$ cat config.mk
export PLATFORM = sky130hd
export DESIGN_NAME = led_matrix_frame_store_mapper
export DESIGN_NICKNAME = d
export VERILOG_FILES = /design/src/design/lmfs_pkg.sv /design/src/design/lmfs_ram.sv /design/src/design/lmfs_div.sv /design/src/design/lmfs_datapath.sv /design/src/design/lmfs_ctrl.sv /design/src/design/led_matrix_frame_store_mapper.sv
export SDC_FILE = /design/constraint.sdc
export NUM_CORES = 2
export LEC_CHECK = 0
export BUFFER_PORTS_ARGS = -buffer_cell sky130_fd_sc_hd__buf_4
export CORE_ASPECT_RATIO = 1.1
export CORE_MARGIN = 2
export CORE_UTILIZATION = 32
export CTS_CLUSTER_DIAMETER = 100
export DETAILED_ROUTE_END_ITERATION = 10
export PLACE_DENSITY = 0.46
export SLEW_MARGIN = 20
export SYNTH_ARGS = -nofsm -noshare
export SYNTH_HDL_FRONTEND = slang
export SYNTH_SLANG_ARGS = --single-unit
export TNS_END_PERCENT = 30
$ cat constraint.sdc
create_clock -name i_clk -period 10.4 [get_ports i_clk]
set_input_delay 2.08 -clock i_clk [delete_from_list [all_inputs] [get_ports i_clk]]
set_output_delay 2.08 -clock i_clk [all_outputs]
set_load 0.02 [all_outputs]
$ cat src/design/lmfs_pkg.sv
// Shared types, codes and helpers of the LED matrix frame store mapper.
package lmfs_pkg;

    // Grid geometry (side length 2 to 8)
    localparam int GRID_DIM = 8;
    localparam int CELLS    = GRID_DIM * GRID_DIM;
    localparam int CW       = (GRID_DIM > 1) ? $clog2(GRID_DIM) : 1;
    localparam int AW       = $clog2(CELLS);
    localparam int IDX_W    = 6;
    localparam int CH_W     = 8;
    localparam int LVL_W    = 5;

    // Brightness scaling: divisor is DIV_BASE minus the stored level
    localparam logic [LVL_W-1:0] DIV_BASE  = 5'd21;
    localparam logic [7:0]       LEVEL_MIN = 8'd1;
    localparam logic [7:0]       LEVEL_MAX = 8'd20;

    // Command codes
    localparam logic [2:0] CMD_SET_PIXEL = 3'd0;
    localparam logic [2:0] CMD_FILL      = 3'd1;
    localparam logic [2:0] CMD_ON        = 3'd2;
    localparam logic [2:0] CMD_OFF       = 3'd3;
    localparam logic [2:0] CMD_CLEAR     = 3'd4;
    localparam logic [2:0] CMD_REFRESH   = 3'd5;
    localparam logic [2:0] CMD_SET_LEVEL = 3'd6;

    // Strip actions
    localparam logic [1:0] ACT_NONE  = 2'd0;
    localparam logic [1:0] ACT_WRITE = 2'd1;
    localparam logic [1:0] ACT_BLANK = 2'd2;

    // Status codes
    localparam logic [1:0] ST_OK        = 2'd0;
    localparam logic [1:0] ST_OFF       = 2'd1;
    localparam logic [1:0] ST_BAD_LEVEL = 2'd2;

    // Divider operand source
    localparam logic SRC_COLOR = 1'b0;
    localparam logic SRC_STORE = 1'b1;

    typedef struct packed {
        logic [2:0] cmd;
        logic [2:0] col;
        logic [2:0] row;
        logic [7:0] red_in;
        logic [7:0] green_in;
        logic [7:0] blue_in;
        logic [7:0] level;
    } t_in;

    typedef struct packed {
        logic [1:0]       action;
        logic [IDX_W-1:0] led_index;
        logic [7:0]       red_out;
        logic [7:0]       green_out;
        logic [7:0]       blue_out;
        logic             push_res;
        logic [1:0]       status;
        logic             last;
    } t_out;

    typedef struct packed {
        logic [CH_W-1:0] red;
        logic [CH_W-1:0] green;
        logic [CH_W-1:0] blue;
    } t_rgb;

    // Controller to datapath commands
    typedef struct packed {
        logic       cap;
        logic       load_level;
        logic       wr_pixel;
        logic       clear;
        logic       walk_rst;
        logic       walk_inc;
        logic       use_walk;
        logic       fill_wr;
        logic       rd;
        logic       div_start;
        logic       src;
        logic       emit;
        logic [1:0] action;
        logic       push;
        logic [1:0] status;
        logic       last;
    } t_dp_cmd;

    // Datapath to controller status
    typedef struct packed {
        logic out_free;
        logic walk_last;
        logic div_busy;
    } t_dp_stat;

    function automatic logic [AW-1:0] cell_addr(logic [CW-1:0] row, logic [CW-1:0] col);
        cell_addr = AW'(int'(row) * GRID_DIM + int'(col));
    endfunction

    // Serpentine strip position: odd rows run backwards
    function automatic logic [IDX_W-1:0] strip_pos(logic [CW-1:0] row, logic [CW-1:0] col);
        int c;
        c = row[0] ? (GRID_DIM - 1 - int'(col)) : int'(col);
        strip_pos = IDX_W'(int'(row) * GRID_DIM + c);
    endfunction

endpackage

$ cat src/design/lmfs_ram.sv
// Generic single-write, single-read RAM with registered read data.
module lmfs_ram #(
    parameter int WIDTH = 24,
    parameter int DEPTH = 64
) (
    input  logic                     i_clk,
    input  logic                     i_wr_en,
    input  logic [$clog2(DEPTH)-1:0] i_wr_addr,
    input  logic [WIDTH-1:0]         i_wr_data,
    input  logic                     i_rd_en,
    input  logic [$clog2(DEPTH)-1:0] i_rd_addr,
    output logic [WIDTH-1:0]         o_rd_data
);

    logic [WIDTH-1:0] r_mem [DEPTH];
    logic [WIDTH-1:0] r_rd_data;

    always_ff @(posedge i_clk) begin
        if (i_wr_en) begin
            r_mem[i_wr_addr] <= i_wr_data;
        end
        if (i_rd_en) begin
            r_rd_data <= r_mem[i_rd_addr];
        end
    end

    assign o_rd_data = r_rd_data;

endmodule

$ cat src/design/lmfs_div.sv
// Three-lane restoring divider, one quotient bit per lane per cycle.
module lmfs_div (
    input  logic                        i_clk,
    input  logic                        i_rst_n,
    input  logic                        i_start,
    input  logic [lmfs_pkg::LVL_W-1:0]  i_divisor,
    input  lmfs_pkg::t_rgb              i_dividend,
    output logic                        o_busy,
    output lmfs_pkg::t_rgb              o_quot
);

    localparam int CNT_W = $clog2(lmfs_pkg::CH_W);

    logic [2:0][lmfs_pkg::CH_W-1:0]  w_dividend;
    logic [2:0][lmfs_pkg::CH_W-1:0]  r_quo;
    logic [2:0][lmfs_pkg::CH_W-1:0]  n_quo;
    logic [2:0][lmfs_pkg::LVL_W-1:0] r_rem;
    logic [2:0][lmfs_pkg::LVL_W-1:0] n_rem;
    logic [2:0][lmfs_pkg::LVL_W:0]   w_trial;
    logic [lmfs_pkg::LVL_W-1:0]      r_dvs;
    logic [CNT_W-1:0]                r_cnt;
    logic                            r_busy;

    assign w_dividend = i_dividend;

    // Shift in the next dividend bit, subtract where the divisor fits
    always_comb begin
        for (int k = 0; k < 3; k++) begin
            w_trial[k] = {r_rem[k], r_quo[k][lmfs_pkg::CH_W-1]};
            if (w_trial[k] >= {1'b0, r_dvs}) begin
                n_rem[k] = lmfs_pkg::LVL_W'(w_trial[k] - {1'b0, r_dvs});
                n_quo[k] = {r_quo[k][lmfs_pkg::CH_W-2:0], 1'b1};
            end else begin
                n_rem[k] = w_trial[k][lmfs_pkg::LVL_W-1:0];
                n_quo[k] = {r_quo[k][lmfs_pkg::CH_W-2:0], 1'b0};
            end
        end
    end

    always_ff @(posedge i_clk) begin
        if (!i_rst_n) begin
            r_busy <= 1'b0;
            r_cnt  <= '0;
        end else if (i_start) begin
            r_busy <= 1'b1;
            r_cnt  <= '0;
        end else if (r_busy) begin
            r_cnt <= r_cnt + CNT_W'(1);
            if (r_cnt == CNT_W'(lmfs_pkg::CH_W - 1)) begin
                r_busy <= 1'b0;
            end
        end
    end

    always_ff @(posedge i_clk) begin
        if (i_start) begin
            r_quo <= w_dividend;
            r_rem <= '0;
            r_dvs <= i_divisor;
        end else if (r_busy) begin
            r_quo <= n_quo;
            r_rem <= n_rem;
        end
    end

    assign o_busy = r_busy;
    assign o_quot = r_quo;

endmodule

$ cat src/design/lmfs_datapath.sv
// Datapath: pixel store, walk counter, brightness divider and output register.
module lmfs_datapath (
    input  logic               i_clk,
    input  logic               i_rst_n,
    input  lmfs_pkg::t_in      i_in,
    input  lmfs_pkg::t_dp_cmd  i_cmd,
    output lmfs_pkg::t_dp_stat o_stat,
    output logic               o_out_valid,
    output lmfs_pkg::t_out     o_out_data,
    input  logic               i_out_stall
);

    logic [lmfs_pkg::LVL_W-1:0] r_bright;
    lmfs_pkg::t_rgb             r_color;
    logic [lmfs_pkg::CW-1:0]    r_row;
    logic [lmfs_pkg::CW-1:0]    r_col;
    logic [lmfs_pkg::CW-1:0]    r_walk_row;
    logic [lmfs_pkg::CW-1:0]    r_walk_col;
    logic [lmfs_pkg::CELLS-1:0] r_valid;
    logic                       r_rd_valid;
    logic                       r_out_valid;
    lmfs_pkg::t_out             r_out;
    lmfs_pkg::t_out             n_out;

    lmfs_pkg::t_rgb             w_in_color;
    lmfs_pkg::t_rgb             w_ram_q;
    lmfs_pkg::t_rgb             w_store;
    lmfs_pkg::t_rgb             w_dividend;
    lmfs_pkg::t_rgb             w_quot;
    logic                       w_wr_en;
    logic [lmfs_pkg::AW-1:0]    w_wr_addr;
    lmfs_pkg::t_rgb             w_wr_data;
    logic [lmfs_pkg::AW-1:0]    w_walk_addr;
    logic [lmfs_pkg::CW-1:0]    w_row;
    logic [lmfs_pkg::CW-1:0]    w_col;
    logic                       w_walk_last;
    logic                       w_div_busy;
    logic [lmfs_pkg::LVL_W-1:0] w_divisor;

    assign w_in_color  = '{red: i_in.red_in, green: i_in.green_in, blue: i_in.blue_in};
    assign w_walk_addr = lmfs_pkg::cell_addr(r_walk_row, r_walk_col);
    assign w_walk_last = (r_walk_row == lmfs_pkg::CW'(lmfs_pkg::GRID_DIM - 1)) &&
                         (r_walk_col == lmfs_pkg::CW'(lmfs_pkg::GRID_DIM - 1));

    assign w_wr_en   = i_cmd.wr_pixel || i_cmd.fill_wr;
    assign w_wr_addr = i_cmd.wr_pixel
                     ? lmfs_pkg::cell_addr(i_in.row[lmfs_pkg::CW-1:0],
                                           i_in.col[lmfs_pkg::CW-1:0])
                     : w_walk_addr;
    assign w_wr_data = i_cmd.wr_pixel ? w_in_color : r_color;

    lmfs_ram #(
        .WIDTH ($bits(lmfs_pkg::t_rgb)),
        .DEPTH (lmfs_pkg::CELLS)
    ) u_store (
        .i_clk     (i_clk),
        .i_wr_en   (w_wr_en),
        .i_wr_addr (w_wr_addr),
        .i_wr_data (w_wr_data),
        .i_rd_en   (i_cmd.rd),
        .i_rd_addr (w_walk_addr),
        .o_rd_data (w_ram_q)
    );

    // Never-written cells read as black
    assign w_store    = r_rd_valid ? w_ram_q : '0;
    assign w_dividend = (i_cmd.src == lmfs_pkg::SRC_STORE) ? w_store : r_color;
    assign w_divisor  = lmfs_pkg::DIV_BASE - r_bright;

    lmfs_div u_div (
        .i_clk      (i_clk),
        .i_rst_n    (i_rst_n),
        .i_start    (i_cmd.div_start),
        .i_divisor  (w_divisor),
        .i_dividend (w_dividend),
        .o_busy     (w_div_busy),
        .o_quot     (w_quot)
    );

    assign w_row = i_cmd.use_walk ? r_walk_row : r_row;
    assign w_col = i_cmd.use_walk ? r_walk_col : r_col;

    always_comb begin
        n_out          = '0;
        n_out.action   = i_cmd.action;
        n_out.push_res = i_cmd.push;
        n_out.status   = i_cmd.status;
        n_out.last     = i_cmd.last;
        if (i_cmd.action == lmfs_pkg::ACT_WRITE) begin
            n_out.led_index = lmfs_pkg::strip_pos(w_row, w_col);
            n_out.red_out   = w_quot.red;
            n_out.green_out = w_quot.green;
            n_out.blue_out  = w_quot.blue;
        end
    end

    always_ff @(posedge i_clk) begin
        if (!i_rst_n) begin
            r_bright    <= '0;
            r_valid     <= '0;
            r_out_valid <= 1'b0;
            r_walk_row  <= '0;
            r_walk_col  <= '0;
        end else begin
            if (i_cmd.load_level) begin
                r_bright <= i_in.level[lmfs_pkg::LVL_W-1:0];
            end
            if (i_cmd.clear) begin
                r_valid <= '0;
            end else if (w_wr_en) begin
                r_valid[w_wr_addr] <= 1'b1;
            end
            if (i_cmd.walk_rst) begin
                r_walk_row <= '0;
                r_walk_col <= '0;
            end else if (i_cmd.walk_inc) begin
                if (r_walk_col == lmfs_pkg::CW'(lmfs_pkg::GRID_DIM - 1)) begin
                    r_walk_col <= '0;
                    r_walk_row <= r_walk_row + lmfs_pkg::CW'(1);
                end else begin
                    r_walk_col <= r_walk_col + lmfs_pkg::CW'(1);
                end
            end
            if (i_cmd.emit) begin
                r_out_valid <= 1'b1;
            end else if (!i_out_stall) begin
                r_out_valid <= 1'b0;
            end
        end
    end

    always_ff @(posedge i_clk) begin
        if (i_cmd.cap) begin
            r_color <= w_in_color;
            r_row   <= i_in.row[lmfs_pkg::CW-1:0];
            r_col   <= i_in.col[lmfs_pkg::CW-1:0];
        end
        if (i_cmd.rd) begin
            r_rd_valid <= r_valid[w_walk_addr];
        end
        if (i_cmd.emit) begin
            r_out <= n_out;
        end
    end

    assign o_stat.out_free  = !r_out_valid || !i_out_stall;
    assign o_stat.walk_last = w_walk_last;
    assign o_stat.div_busy  = w_div_busy;
    assign o_out_valid      = r_out_valid;
    assign o_out_data       = r_out;

    a_push_is_last: assert property (@(posedge i_clk) disable iff (!i_rst_n)
        (r_out_valid && r_out.push_res && r_out.action == lmfs_pkg::ACT_WRITE)
        |-> r_out.last)
        else $error("refresh request on a pixel that does not end its command");

    a_non_write_zero: assert property (@(posedge i_clk) disable iff (!i_rst_n)
        (r_out_valid && r_out.action != lmfs_pkg::ACT_WRITE)
        |-> (r_out.led_index == '0 && r_out.red_out == '0 &&
             r_out.green_out == '0 && r_out.blue_out == '0))
        else $error("pixel fields set on a result that writes no pixel");

endmodule

$ cat src/design/lmfs_ctrl.sv
// Controller: command decode, grid on flag and per-pixel sequencing.
module lmfs_ctrl (
    input  logic               i_clk,
    input  logic               i_rst_n,
    input  logic               i_in_valid,
    output logic               o_in_stall,
    input  lmfs_pkg::t_in      i_in,
    output lmfs_pkg::t_dp_cmd  o_cmd,
    input  lmfs_pkg::t_dp_stat i_stat
);

    localparam logic [2:0] S_IDLE = 3'd0;
    localparam logic [2:0] S_READ = 3'd1;
    localparam logic [2:0] S_LOAD = 3'd2;
    localparam logic [2:0] S_DIV  = 3'd3;
    localparam logic [2:0] S_EMIT = 3'd4;

    logic [2:0] r_state;
    logic [2:0] n_state;
    logic       r_lights_on;
    logic       n_lights_on;
    logic       r_replay;
    logic       n_replay;
    logic       r_fill;
    logic       n_fill;
    logic       w_accept;
    logic       w_in_grid;
    logic       w_level_ok;

    assign o_in_stall = (r_state != S_IDLE) || !i_stat.out_free;
    assign w_accept   = i_in_valid && !o_in_stall;
    assign w_in_grid  = (int'(i_in.col) < lmfs_pkg::GRID_DIM) &&
                        (int'(i_in.row) < lmfs_pkg::GRID_DIM);
    assign w_level_ok = (i_in.level >= lmfs_pkg::LEVEL_MIN) &&
                        (i_in.level <= lmfs_pkg::LEVEL_MAX);

    always_comb begin
        o_cmd       = '0;
        n_state     = r_state;
        n_lights_on = r_lights_on;
        n_replay    = r_replay;
        n_fill      = r_fill;
        unique case (r_state)
            S_IDLE: begin
                if (w_accept) begin
                    // Single-result commands emit at once; multi-cycle ones clear emit
                    o_cmd.cap    = 1'b1;
                    o_cmd.emit   = 1'b1;
                    o_cmd.last   = 1'b1;
                    o_cmd.action = lmfs_pkg::ACT_NONE;
                    o_cmd.status = lmfs_pkg::ST_OK;
                    unique case (i_in.cmd)
                        lmfs_pkg::CMD_SET_PIXEL: begin
                            if (!r_lights_on) begin
                                o_cmd.status = lmfs_pkg::ST_OFF;
                            end else if (w_in_grid) begin
                                o_cmd.emit     = 1'b0;
                                o_cmd.last     = 1'b0;
                                o_cmd.wr_pixel = 1'b1;
                                n_replay       = 1'b0;
                                n_fill         = 1'b0;
                                n_state        = S_LOAD;
                            end
                        end
                        lmfs_pkg::CMD_FILL: begin
                            if (!r_lights_on) begin
                                o_cmd.status = lmfs_pkg::ST_OFF;
                            end else begin
                                o_cmd.emit     = 1'b0;
                                o_cmd.last     = 1'b0;
                                o_cmd.walk_rst = 1'b1;
                                n_replay       = 1'b1;
                                n_fill         = 1'b1;
                                n_state        = S_READ;
                            end
                        end
                        lmfs_pkg::CMD_ON: begin
                            o_cmd.emit     = 1'b0;
                            o_cmd.last     = 1'b0;
                            o_cmd.walk_rst = 1'b1;
                            n_lights_on    = 1'b1;
                            n_replay       = 1'b1;
                            n_fill         = 1'b0;
                            n_state        = S_READ;
                        end
                        lmfs_pkg::CMD_OFF: begin
                            n_lights_on  = 1'b0;
                            o_cmd.action = lmfs_pkg::ACT_BLANK;
                        end
                        lmfs_pkg::CMD_CLEAR: begin
                            o_cmd.clear  = 1'b1;
                            o_cmd.action = lmfs_pkg::ACT_BLANK;
                        end
                        lmfs_pkg::CMD_REFRESH: begin
                            o_cmd.push = 1'b1;
                        end
                        lmfs_pkg::CMD_SET_LEVEL: begin
                            if (!w_level_ok) begin
                                o_cmd.status = lmfs_pkg::ST_BAD_LEVEL;
                            end else begin
                                o_cmd.emit       = 1'b0;
                                o_cmd.last       = 1'b0;
                                o_cmd.load_level = 1'b1;
                                o_cmd.walk_rst   = 1'b1;
                                n_lights_on      = 1'b1;
                                n_replay         = 1'b1;
                                n_fill           = 1'b0;
                                n_state          = S_READ;
                            end
                        end
                        default: begin
                        end
                    endcase
                end
            end
            S_READ: begin
                o_cmd.rd      = !r_fill;
                o_cmd.fill_wr = r_fill;
                n_state       = S_LOAD;
            end
            S_LOAD: begin
                o_cmd.div_start = 1'b1;
                o_cmd.src       = (r_replay && !r_fill) ? lmfs_pkg::SRC_STORE
                                                        : lmfs_pkg::SRC_COLOR;
                n_state         = S_DIV;
            end
            S_DIV: begin
                if (!i_stat.div_busy) begin
                    n_state = S_EMIT;
                end
            end
            S_EMIT: begin
                o_cmd.use_walk = r_replay;
                o_cmd.action   = lmfs_pkg::ACT_WRITE;
                o_cmd.status   = lmfs_pkg::ST_OK;
                if (i_stat.out_free) begin
                    o_cmd.emit = 1'b1;
                    o_cmd.push = r_replay && i_stat.walk_last;
                    o_cmd.last = !r_replay || i_stat.walk_last;
                    if (r_replay && !i_stat.walk_last) begin
                        o_cmd.walk_inc = 1'b1;
                        n_state        = S_READ;
                    end else begin
                        n_state = S_IDLE;
                    end
                end
            end
            default: begin
                n_state = S_IDLE;
            end
        endcase
    end

    always_ff @(posedge i_clk) begin
        if (!i_rst_n) begin
            r_state     <= S_IDLE;
            r_lights_on <= 1'b0;
            r_replay    <= 1'b0;
            r_fill      <= 1'b0;
        end else begin
            r_state     <= n_state;
            r_lights_on <= n_lights_on;
            r_replay    <= n_replay;
            r_fill      <= n_fill;
        end
    end

    a_emit_when_free: assert property (@(posedge i_clk) disable iff (!i_rst_n)
        o_cmd.emit |-> i_stat.out_free)
        else $error("result loaded while the output register is still held");

    a_div_runs: assert property (@(posedge i_clk) disable iff (!i_rst_n)
        (r_state == S_LOAD) |=> i_stat.div_busy)
        else $error("divider not running after start");

    a_replay_ends: assert property (@(posedge i_clk) disable iff (!i_rst_n)
        (r_state == S_EMIT && r_replay && i_stat.walk_last && i_stat.out_free)
        |=> (r_state == S_IDLE))
        else $error("replay continued past the final cell");

endmodule

$ cat src/design/led_matrix_frame_store_mapper.sv
// Top level of the serpentine LED matrix frame store mapper.
//
// Drives a GRID_DIM x GRID_DIM serpentine LED strip from a frame store of
// 24-bit colors. Each input transaction carries one command; it produces one
// output transaction, or GRID_DIM*GRID_DIM transactions when the command
// replays the store (turn on, fill, accepted brightness set). Replayed pixels
// leave in row-major order, each tagged with its serpentine strip index (odd
// rows run backwards) and with every channel divided by 21 minus the
// brightness level; the final one carries push_res and last. Commands that
// give a single result (off, clear, refresh, rejected requests) are ready for
// the next transaction as soon as the output register frees. Each replayed
// pixel is read from the store (a fill writes its color there instead),
// loaded into the divider, run through the three-lane bit-serial divider (one
// quotient bit per cycle for the 8-bit channels) and loaded into the output
// register; a set pixel writes the store on acceptance and skips the read. The
// store comes out of reset black, and clear blackens it through per-cell valid
// flags, so there is no clearing pass. Input transactions are held off while a
// command is in flight or while a result waits downstream.
module led_matrix_frame_store_mapper (
    input  logic           i_clk,
    input  logic           i_rst_n,
    input  logic           i_in_valid,
    output logic           o_in_stall,
    input  lmfs_pkg::t_in  i_in_data,
    output logic           o_out_valid,
    input  logic           i_out_stall,
    output lmfs_pkg::t_out o_out_data
);

    lmfs_pkg::t_dp_cmd  w_cmd;
    lmfs_pkg::t_dp_stat w_stat;

    // Sequence commands and hold the on flag
    lmfs_ctrl u_ctrl (
        .i_clk      (i_clk),
        .i_rst_n    (i_rst_n),
        .i_in_valid (i_in_valid),
        .o_in_stall (o_in_stall),
        .i_in       (i_in_data),
        .o_cmd      (w_cmd),
        .i_stat     (w_stat)
    );

    // Store, scale and present pixels
    lmfs_datapath u_datapath (
        .i_clk       (i_clk),
        .i_rst_n     (i_rst_n),
        .i_in        (i_in_data),
        .i_cmd       (w_cmd),
        .o_stat      (w_stat),
        .o_out_valid (o_out_valid),
        .o_out_data  (o_out_data),
        .i_out_stall (i_out_stall)
    );

endmodule

==> run_summary.xml <==
<?xml version="1.0" encoding="UTF-8"?>
<metrics>
  <group name="cts">
    <metric name="cts_repair_resize_count" unit="">0</metric>
    <metric name="numClockSinks" unit="">1757</metric>
    <metric name="cts_max_level" unit="">4</metric>
    <metric name="cts_max_path_buffers" unit="">3</metric>
    <metric name="cts-root-buf" unit="">clkbuf_16</metric>
    <metric name="cts_tree" unit="">built</metric>
    <metric name="tritoncts.num_buffers" unit="">180</metric>
    <metric name="post_cts_buffers" unit="">0</metric>
    <metric name="clk_pin_slew" unit="ps">60</metric>
    <metric name="cts-hold-fix-buffers" unit="">0</metric>
    <metric name="worst_skew_pair.late_latency" unit="ps">830</metric>
  </group>
  <group name="setup_path">
    <metric name="worst_setup_path_end_kind" unit="">primary output</metric>
    <metric name="worst_path_largest_cell_delay" unit="ps">650</metric>
    <metric name="cp.required" unit="ps">8320</metric>
    <metric name="critical_path.max_fanout" unit="">11</metric>
    <metric name="crit_path_cell_trace" unit="">buf_4 &gt; a2111o_1 &gt; buf_4</metric>
    <metric name="timing.critical_path.slowest_stage_cell" unit="">a2111o_1</metric>
    <metric name="arrival" unit="ps">3180</metric>
    <metric name="critical_path_class" unit="">input pin to primary output</metric>
    <metric name="critical-path-top-cell-by-count" unit="">buf_4</metric>
    <metric name="worst-r2r-cell-count" unit="">6</metric>
    <metric name="timing.critical_path.from_type" unit="">input pin</metric>
  </group>
  <group name="timing">
    <metric name="fin_crit" unit="ps">5260</metric>
    <metric name="worst_slew_slack_as_a_fraction_of_its_limit" unit="%">17.9</metric>
    <metric name="tightest_slew" unit="ps">1230</metric>
    <metric name="finalSetupTns" unit="ps">0</metric>
    <metric name="achievable-frequency" unit="MHz">190</metric>
    <metric name="report.final.hold_viol_count" unit="">0</metric>
    <metric name="whs" unit="ps">443</metric>
    <metric name="rsz_0062_raised_after_global_routing" unit="">no</metric>
    <metric name="post_route_clock_period_utilization" unit="%">50.6</metric>
    <metric name="fin_skew" unit="ps">23.5</metric>
    <metric name="setup_viol_count_final" unit="">0</metric>
    <metric name="final-max-slew-violation-count" unit="">0</metric>
  </group>
  <group name="hold_path">
    <metric name="hp-class" unit="">flop to flop</metric>
    <metric name="whs_path_depth" unit="">2</metric>
  </group>
  <group name="die">
    <metric name="rows" unit="">177</metric>
    <metric name="floorplan.die.height" unit="um">488</metric>
    <metric name="initial_utilization" unit="%">32.2</metric>
    <metric name="dieArea" unit="um^2">216000</metric>
    <metric name="floorplan.io_pins" unit="">83</metric>
    <metric name="dieWidth" unit="um">444</metric>
    <metric name="placeableCoreArea" unit="um^2">211000</metric>
  </group>
  <group name="placement">
    <metric name="hpwl" unit="um">118000</metric>
    <metric name="global_placer_s_final_weighted_congestion" unit="">0.889</metric>
    <metric name="port_buffers" unit="">82</metric>
  </group>
  <group name="power">
    <metric name="power.switching_fraction" unit="%">21.7</metric>
    <metric name="vdd.ir_drop.worst" unit="mV">0.166</metric>
    <metric name="leakage_dissipation" unit="nW">23.8</metric>
    <metric name="sw_pwr" unit="mW">3.19</metric>
    <metric name="clkPwrFrac" unit="%">42.2</metric>
    <metric name="seqPwrFrac" unit="%">53.8</metric>
    <metric name="power.density_cell_area" unit="nW/um^2">188</metric>
    <metric name="p_int" unit="mW">11.5</metric>
    <metric name="pwr-share-comb" unit="%">4.0</metric>
  </group>
  <group name="route">
    <metric name="antenna_violating_nets_post_route" unit="">0</metric>
    <metric name="route.vias.total" unit="">34400</metric>
    <metric name="wirelength_met1" unit="um">88100</metric>
    <metric name="met2_length" unit="um">92700</metric>
    <metric name="detail_route.wl_per_cell" unit="um">29.9</metric>
    <metric name="firstDrtPassIters" unit="">7</metric>
    <metric name="vias_per_cell" unit="">5.24</metric>
    <metric name="top_signal_layer_used" unit="">met4</metric>
    <metric name="drt_first_iter_violations" unit="">3428</metric>
    <metric name="routed_length_on_met3" unit="um">9720</metric>
    <metric name="wirelength" unit="um">196000</metric>
    <metric name="drc" unit="">0</metric>
  </group>
  <group name="global_route">
    <metric name="grt_usage" unit="%">18.0</metric>
    <metric name="globalRoute.totalOverflow" unit="">0</metric>
    <metric name="grt_antenna_before_repair" unit="">7</metric>
    <metric name="number_of_global_route_vias_before_repair" unit="">34200</metric>
    <metric name="grt_max_degree" unit="">103</metric>
    <metric name="grt_first_pass_wirelength" unit="um">275000</metric>
  </group>
  <group name="logic_synthesis">
    <metric name="synth_sequential_area_ratio" unit="%">76.0</metric>
    <metric name="synth_seq_cells" unit="">1757</metric>
    <metric name="postSynthAreaPerCell" unit="um^2">19.8</metric>
    <metric name="synth_async_sr_flop_share" unit="%">0</metric>
    <metric name="synth.cell_area" unit="um^2">68100</metric>
    <metric name="synth_nets" unit="">3513</metric>
    <metric name="yosys_warnings" unit="">0</metric>
    <metric name="synth_ff_type" unit="">edfxtp_1</metric>
    <metric name="synth_edf_count" unit="">1656</metric>
    <metric name="synth_cells" unit="">3443</metric>
    <metric name="post_synth_num_cell_types" unit="">71</metric>
  </group>
  <group name="final_layout">
    <metric name="number_of_nets_in_the_final_layout" unit="">3703</metric>
    <metric name="share_of_final_layout_standard_cells_stronger_than_drive_strength_1" unit="%">25.3</metric>
    <metric name="fill_cells" unit="">19400</metric>
    <metric name="multi_input_area" unit="um^2">15700</metric>
    <metric name="sequential_cell_area" unit="um^2">51800</metric>
    <metric name="area_delta_synth_final" unit="%">15.0</metric>
  </group>
  <group name="outcome">
    <metric name="status" unit="">finished clean</metric>
  </group>
  <group name="job">
    <metric name="max-cap-violations" unit="">0</metric>
  </group>
</metrics>
## cell usage in the layout, fill, tap and decap left out, types with 27 or more instances in the layout
cell type and count:
a31oi_1 31, buf_4 202, nor2_2 45, edfxtp_1 1656, a22o_1 35, mux2i_1 97
mux2_2 72, nor2_1 69, clkbuf_16 185, or4_1 28, nand3_1 54, and2_1 28
mux4_2 338, o21a_1 75, clkinv_1 46, dfxtp_1 96, nand2_1 125, clkbuf_1 53
clkinv_2 27, o22ai_1 147
## worst max-delay path: cells and delay by family
family	cells	cell delay, ps
buffers and inverters	2	420
AO/OA/AOI/OAI	1	650
## stage by stage
stage / instances / instance area, um^2 / setup WS [ps] / power [mW] / util [%]
floorplan: 3443 / 68100 / 5070 / 8.36 / -
global placement: 6225 / 72600 / 4760 / 8.63 / 34.3
detailed placement: 6225 / 72600 / 4720 / 8.64 / 34.3
CTS: 6563 / 78200 / 5150 / 14.8 / 37.0
global route: 6564 / 78200 / 5120 / 15.2 / 37.0
finish: 6572 / 78200 / 5140 / 14.7 / 37.0
## cell usage after synthesis (6+ instances only)
library cell | number | area share, %
o32ai_1 | 7 | 0.090
buf_2 | 47 | 0.35
a21oi_1 | 18 | 0.13
inv_1 | 24 | 0.13
nor2b_1 | 17 | 0.16
ha_1 | 22 | 0.40
dfxtp_1 | 101 | 3.0
a221oi_1 | 23 | 0.30
o21a_1 | 75 | 0.83
clkbuf_1 | 108 | 0.60
mux2_2 | 72 | 1.2
o211ai_1 | 8 | 0.088
nand2_1 | 125 | 0.69
buf_4 | 8 | 0.088
a22o_1 | 35 | 0.45
o22ai_1 | 147 | 1.4
nand2b_1 | 8 | 0.074
buf_1 | 32 | 0.18
nor2_1 | 135 | 0.74
or4_1 | 28 | 0.31
mux2i_1 | 97 | 1.4
edfxtp_1 | 1656 | 73
nor4_1 | 6 | 0.055
nand3_1 | 54 | 0.40
o21ai_0 | 26 | 0.19
a22oi_1 | 20 | 0.22
a31oi_1 | 31 | 0.28
o31ai_1 | 9 | 0.099
xnor2_1 | 6 | 0.077
nor3_1 | 29 | 0.21
and2_1 | 28 | 0.26
xor2_1 | 6 | 0.077
a211oi_1 | 6 | 0.066
mux4_2 | 338 | 11
o221ai_1 | 18 | 0.23
## final cells by class
type	count	area share, %
Clock inverter	91	0.812
Antenna cell	9	0.0288
Sequential cell	1757	66.2
Clock buffer	247	6.33
Tap cell	2774	4.44
Inverter	28	0.134
Multi-Input combinational cell	1458	20.0
Timing Repair Buffer	208	2.09
## power by group through the flow
stage | Combinational (mW) | Sequential [mW] | Clock, mW
3_3_place_gp | 0.591 | 8.04 | 0
3_5_place_dp | 0.598 | 8.04 | 0
5_1_grt | 0.652 | 7.90 | 6.62
6_report | 0.588 | 7.89 | 6.20
4_1_cts | 0.599 | 7.89 | 6.36
2_1_floorplan | 0.324 | 8.04 | 0
## path summary, 6_finish.rpt
kind,start,end,slack (ps)
worst max-delay path,i_out_stall,o_in_stall,5140
worst min-delay path,u_datapath.u_div.r_rem[9],u_datapath.u_div.r_rem[9],440
worst max register to register,u_datapath.r_walk_col[0],u_datapath.u_store.o_rd_data[8],5750
worst min register to register,u_datapath.u_div.r_rem[9],u_datapath.u_div.r_rem[9],440
## state kept, by name, summed over array words and instances, names as in the netlist, 5 cells and up
| name | count |
|---|---|
| u_datapath.u_store.r_mem | 1536 |
| u_datapath.r_valid | 64 |
| u_datapath.o_out_data | 36 |
| u_datapath.r_color | 24 |
| u_datapath.u_div.o_quot | 24 |
| u_datapath.u_store.o_rd_data | 24 |
| u_datapath.u_div.r_rem | 15 |
| u_datapath.r_bright | 5 |
| u_datapath.u_div.r_dvs | 5 |
## per-layer routing
layer	GRT usage, %	vias up
met2	28.8	945
met1	25.2	18600
li1	-	14700
met3	2.81	236
met4	5.73	0
met5	0	-
## logic make-up after synthesis
logic type | synth area share, %
adders and majority gates | 0.493
AOI/OAI and AO/OA | 4.75
muxes | 13.9
DFF | 76.0
xor gates and xnor gates | 0.154
and+or+nand+nor | 3.21
buffers and inverters | 1.43
(Power assumes the default switching activity.)
